===== src/smrp_pkg.sv =====
package smrp_pkg;

   localparam logic [2:0] REQ_READ_BYTE  = 3'd0;
   localparam logic [2:0] REQ_READ_WORD  = 3'd1;
   localparam logic [2:0] REQ_WRITE_BYTE = 3'd2;
   localparam logic [2:0] REQ_COLL_RMW   = 3'd3;
   localparam logic [2:0] REQ_VIDEO_RMW  = 3'd4;
   localparam logic [2:0] REQ_XOR        = 3'd5;

   localparam logic [5:0] BASE_TICKS     = 6'd5;
   localparam logic [2:0] FAST_TICKS_RST = 3'd4;
   localparam logic [3:0] NIBBLE_MASK    = 4'hf;

   // classified item as it travels from the front to the back
   typedef struct packed {
      logic [2:0]  kind;
      logic [15:0] address;
      logic [7:0]  value;
      logic [31:0] mask;
      logic        fault;
      logic [5:0]  cost;
   } smrp_item_type;

endpackage


===== src/smrp_front.sv =====
module smrp_front #(
   parameter int MEM_BYTES = 65536
) (
   input  logic                   clock,
   input  logic                   reset,
   input  logic                   start,
   output logic                   busy,
   input  logic [2:0]             req_type,
   input  logic [15:0]            req_address,
   input  logic [7:0]             req_value,
   input  logic [31:0]            req_mask,
   input  logic                   csr_valid,
   input  logic [2:0]             csr_data,
   input  logic                   clearing,
   input  logic                   pop,
   output logic                   head_valid,
   output smrp_pkg::smrp_item_type head
);
   import smrp_pkg::*;

   localparam int DEPTH = 2;

   logic [2:0]    fast_ff, fast_in;
   smrp_item_type queue_ff [DEPTH];
   logic          wr_ptr_ff, wr_ptr_in;
   logic          rd_ptr_ff, rd_ptr_in;
   logic [1:0]    count_ff, count_in;
   logic          push;
   logic          full;
   logic          word_op;
   smrp_item_type item;

   assign full = (count_ff == 2'(DEPTH));
   assign busy = full | clearing;
   assign push = start & ~busy;

   // classify: fault check and bus cost are settled at acceptance
   always_comb begin
      word_op      = (req_type == REQ_READ_WORD) || (req_type == REQ_COLL_RMW);
      item.kind    = req_type;
      item.address = req_address;
      item.value   = req_value;
      item.mask    = req_mask;
      item.fault   = word_op && ({1'b0, req_address} > 17'(MEM_BYTES - 4));
      case (req_type)
         REQ_READ_WORD:                 item.cost = BASE_TICKS + 6'd3 * {3'd0, fast_ff};
         REQ_COLL_RMW:                  item.cost = BASE_TICKS + 6'd7 * {3'd0, fast_ff};
         REQ_VIDEO_RMW, REQ_XOR:        item.cost = BASE_TICKS + {3'd0, fast_ff};
         default:                       item.cost = BASE_TICKS;
      endcase
   end

   always_comb begin
      fast_in   = csr_valid ? csr_data : fast_ff;
      wr_ptr_in = push ? ~wr_ptr_ff : wr_ptr_ff;
      rd_ptr_in = pop ? ~rd_ptr_ff : rd_ptr_ff;
      count_in  = count_ff + 2'(push) - 2'(pop);
   end

   always_ff @(posedge clock) begin
      if (reset) begin
         fast_ff   <= FAST_TICKS_RST;
         wr_ptr_ff <= 1'b0;
         rd_ptr_ff <= 1'b0;
         count_ff  <= 2'd0;
      end else begin
         fast_ff   <= fast_in;
         wr_ptr_ff <= wr_ptr_in;
         rd_ptr_ff <= rd_ptr_in;
         count_ff  <= count_in;
      end
   end

   always_ff @(posedge clock) begin
      if (push) begin
         queue_ff[wr_ptr_ff] <= item;
      end
   end

   assign head_valid = (count_ff != 2'd0);
   assign head       = queue_ff[rd_ptr_ff];

endmodule


===== config.mk =====
export PLATFORM = sky130hd
export DESIGN_NAME = smrp_front
export DESIGN_NICKNAME = d
export VERILOG_FILES = /design/src/smrp_pkg.sv /design/src/smrp_front.sv
export SDC_FILE = /design/constraint.sdc
export NUM_CORES = 1
export LEC_CHECK = 0
export BUFFER_PORTS_ARGS = -buffer_cell sky130_fd_sc_hd__buf_2
export CORE_AREA = 2 2 85 128
export CTS_BUF_LIST = sky130_fd_sc_hd__clkbuf_2
export DETAILED_ROUTE_END_ITERATION = 8
export DIE_AREA = 0 0 87 130
export PLACE_DENSITY_LB_ADDON = 0.12
export SYNTH_ARGS = -nofsm -noshare
export SYNTH_HDL_FRONTEND = slang
export SYNTH_SLANG_ARGS = --single-unit

===== constraint.sdc =====
create_clock -name clock -period 6.4 [get_ports clock]
set_clock_uncertainty 0.2 [all_clocks]
set_input_delay 0.96 -clock clock [delete_from_list [all_inputs] [get_ports clock]]
set_output_delay 0.96 -clock clock [all_outputs]
set_load 0.03 [all_outputs]

==> run metrics <==
CTS tree=done; Slew HR=39.9%; Final setup violation count=0; Synth Area in Simple Gates=under 10%; main combinational cell family by area after synthesis=multiplexers; asr flop ratio synth=0%; Routed WL=between 9000 and 10000 microns; CTS Buffer Depth=2; top_reg_cell synth=edfxtp_1; Pwr Density=about 280 mW/mm^2; number of flops mapped to enable cells by yosys=about 130; Yosys warning total=0; CP max-delay cell=dfxtp_2; sequential fraction of the synthesis area=about 75%; Hold WC Path Type=in -> reg; design area=about 0.0065 sq mm; DR vias=around 3000; Synth Area in XOR/XNOR=less than 1%; share of cells above drive strength 1=between 50% and 60%; Hold-fix buffers, CTS=0; register area=~0.0041 sq mm; filler instances=~790; critical path endpoint category=primary output; nets@finish=517; Final period util=between 50% and 60%; syn_area_per_cell=around 19 sq um; DP Area=~0.0063 sq mm; CTS buffer count=17; Yosys top cell by area=edfxtp_1; Port Buf Inserts=around 140; Synth Register Bits=140; Worst Path Required=between 5000 and 6000 ps; Synth area leaders=edfxtp_1 (73%), mux2_2 (14%), dfxtp_1 (2.9%); Total Routing Usage GR=about 17%; Crit path buffers/inverters=2; postcts setup bufs=0; compound-cell area share of the yosys netlist=roughly 1.9%; Hold Path Stages=1; adder-cell share of the synthesized area=about 3.3%; DIE WIDTH=slightly below 90 microns; leading cell type in the layout, fill and taps excluded=buf_2; worst path cell trace=buf_4 > mux2_2 > buf_2; drt via density=5.21; largest net degree at the start of global routing=36; H-tree depth=4; peak supply drop=approximately 0.00015 V; Die Ht=~130 microns; leakage power=between 0.002 and 0.0025 uW; hpwl dp=around 6700 microns; worst reg2reg path depth=4; Final Max Slew Viols=0; worst-skew pair later-pin latency=~630 ps; MaxCap Viol Count=0; Top delay family on crit path=flip-flops; RSZ-0062 raised after global routing=no; antenna violations before repair=1; die area=between 0.01 and 0.015 sq mm; Final Critical Period=3810 ps; library cells used by synthesis=36; hold_ws=about 300 ps; WL/cell=16.9 microns; drt drc=0; # clock sinks=140; peak fanout along the critical path=34; drt first pass iters=4; Max stage delay on crit path=just under 900 ps; post_cts resized=0; fmax=between 200 and 300 MHz; CP Depth=3; multi-input logic area=around 0.0013 sq mm; syn_nets=between 300 and 400; Initial Util=~53%; Clk pin slew, worst setup/hold paths=190 ps; first-pass GRT wire length=roughly 14000 microns; Post-Syn Instances=287; status=complete, no violations; Final Wtd Congestion=about 0.72; Placement Rows=between 40 and 50; Root Driver=clkbuf_2; Core Region=0.0103 sq mm; synthesis-to-finish area growth=18.7%; final hold violation count=0; io pins=136; Arr. time, crit path=2650 ps; vias in the first global route=~3000; multiplexer share of the synthesized area=around 14%; Worst-Margin Slew=900 ps; top-area cell type share of the netlist area=~73%; residual antenna-violating net count after detailed routing=0; commonest non-fill, non-tap cells in the layout=buf_2 (135), edfxtp_1 (132), mux2_2 (66); Worst setup SP type=flop; Iter 0 DRT Violations=128; gr ovfl total=0; Crit Path Category=reg -> out; synthesized area=between 0.005 and 0.006 sq mm; post-route setup TNS=0 ps
[Yosys cell counts, drive strengths merged, types with 2 or more instances]
cell    count
a21o        2
buf         7
dfxtp       8
edfxtp    132
fa          2
ha         11
inv        10
mux2       66
mux2i       2
nand2       5
nand2b      2
nand4       3
nor2        8
nor2b       3
o22ai       2
or2         2
xor2        5
[worst paths after layout]
check                                  start  slack [ps]               to
worst max-delay path                    flop        2590         head[57]
worst min-delay path            req_value[6]         300  queue_ff[1][45]
worst max register to register   count_ff[1]        3600   queue_ff[1][3]
worst min register to register     wr_ptr_ff         310        wr_ptr_ff
[power by group]
group | total (uW) | switching [uW] | internal [uW]
registers | 1070 | 20.8 | 1050
logic | 281 | 176 | 105
clock network | 464 | 290 | 174
[registers in the layout, indices dropped and copies added (netlist names), named ones only]
register	cells
fast_ff	3
rd_ptr_ff	1
queue_ff	132
count_ff	2
wr_ptr_ff	1
[layout make-up]
class	instances	share of cell area, %
flip-flops and latches	140	63.6
multi-input cells	129	19.4
repair buffers	138	10.8
well taps	120	2.31
clock inverters	13	1.95
clock buffers	18	1.39
inverters	10	0.578
diodes	1	0.0386
[cells by family (layout without fill, tap and decap cells)]
group | after synthesis | after routing
AO/OA/AOI/OAI | 14 | 14
adder cells (fa/ha/maj) | 13 | 13
other | 0 | 1
flip-flops | 140 | 140
AND/OR/NAND/NOR | 28 | 28
XOR/XNOR | 6 | 6
buffers and inverters | 18 | 179
multiplexers | 68 | 68
[layer usage]
layer | track usage, % | vias to the layer above | wire length [microns]
li1 | - | 1412 | -
met1 | 18.1 | 1434 | 3570
met2 | 31.2 | 106 | 5270
met3 | 6.33 | 12 | 642
met4 | 7.63 | 0 | 157
met5 | 0 | - | 0
[metrics by stage]
stage / setup WS, ps / cells / util (%) / power (uW)
global route: 2330 / 569 / 63.0 / 1890
CTS: 2460 / 568 / 63.0 / 1840
finish: 2590 / 569 / 63.0 / 1810
floorplan: 1480 / 287 / - / 1290
global placement: 2910 / 537 / 60.9 / 1370
detailed placement: 2910 / 537 / 60.9 / 1380
Note: power is estimated with default switching activity, not from simulation.
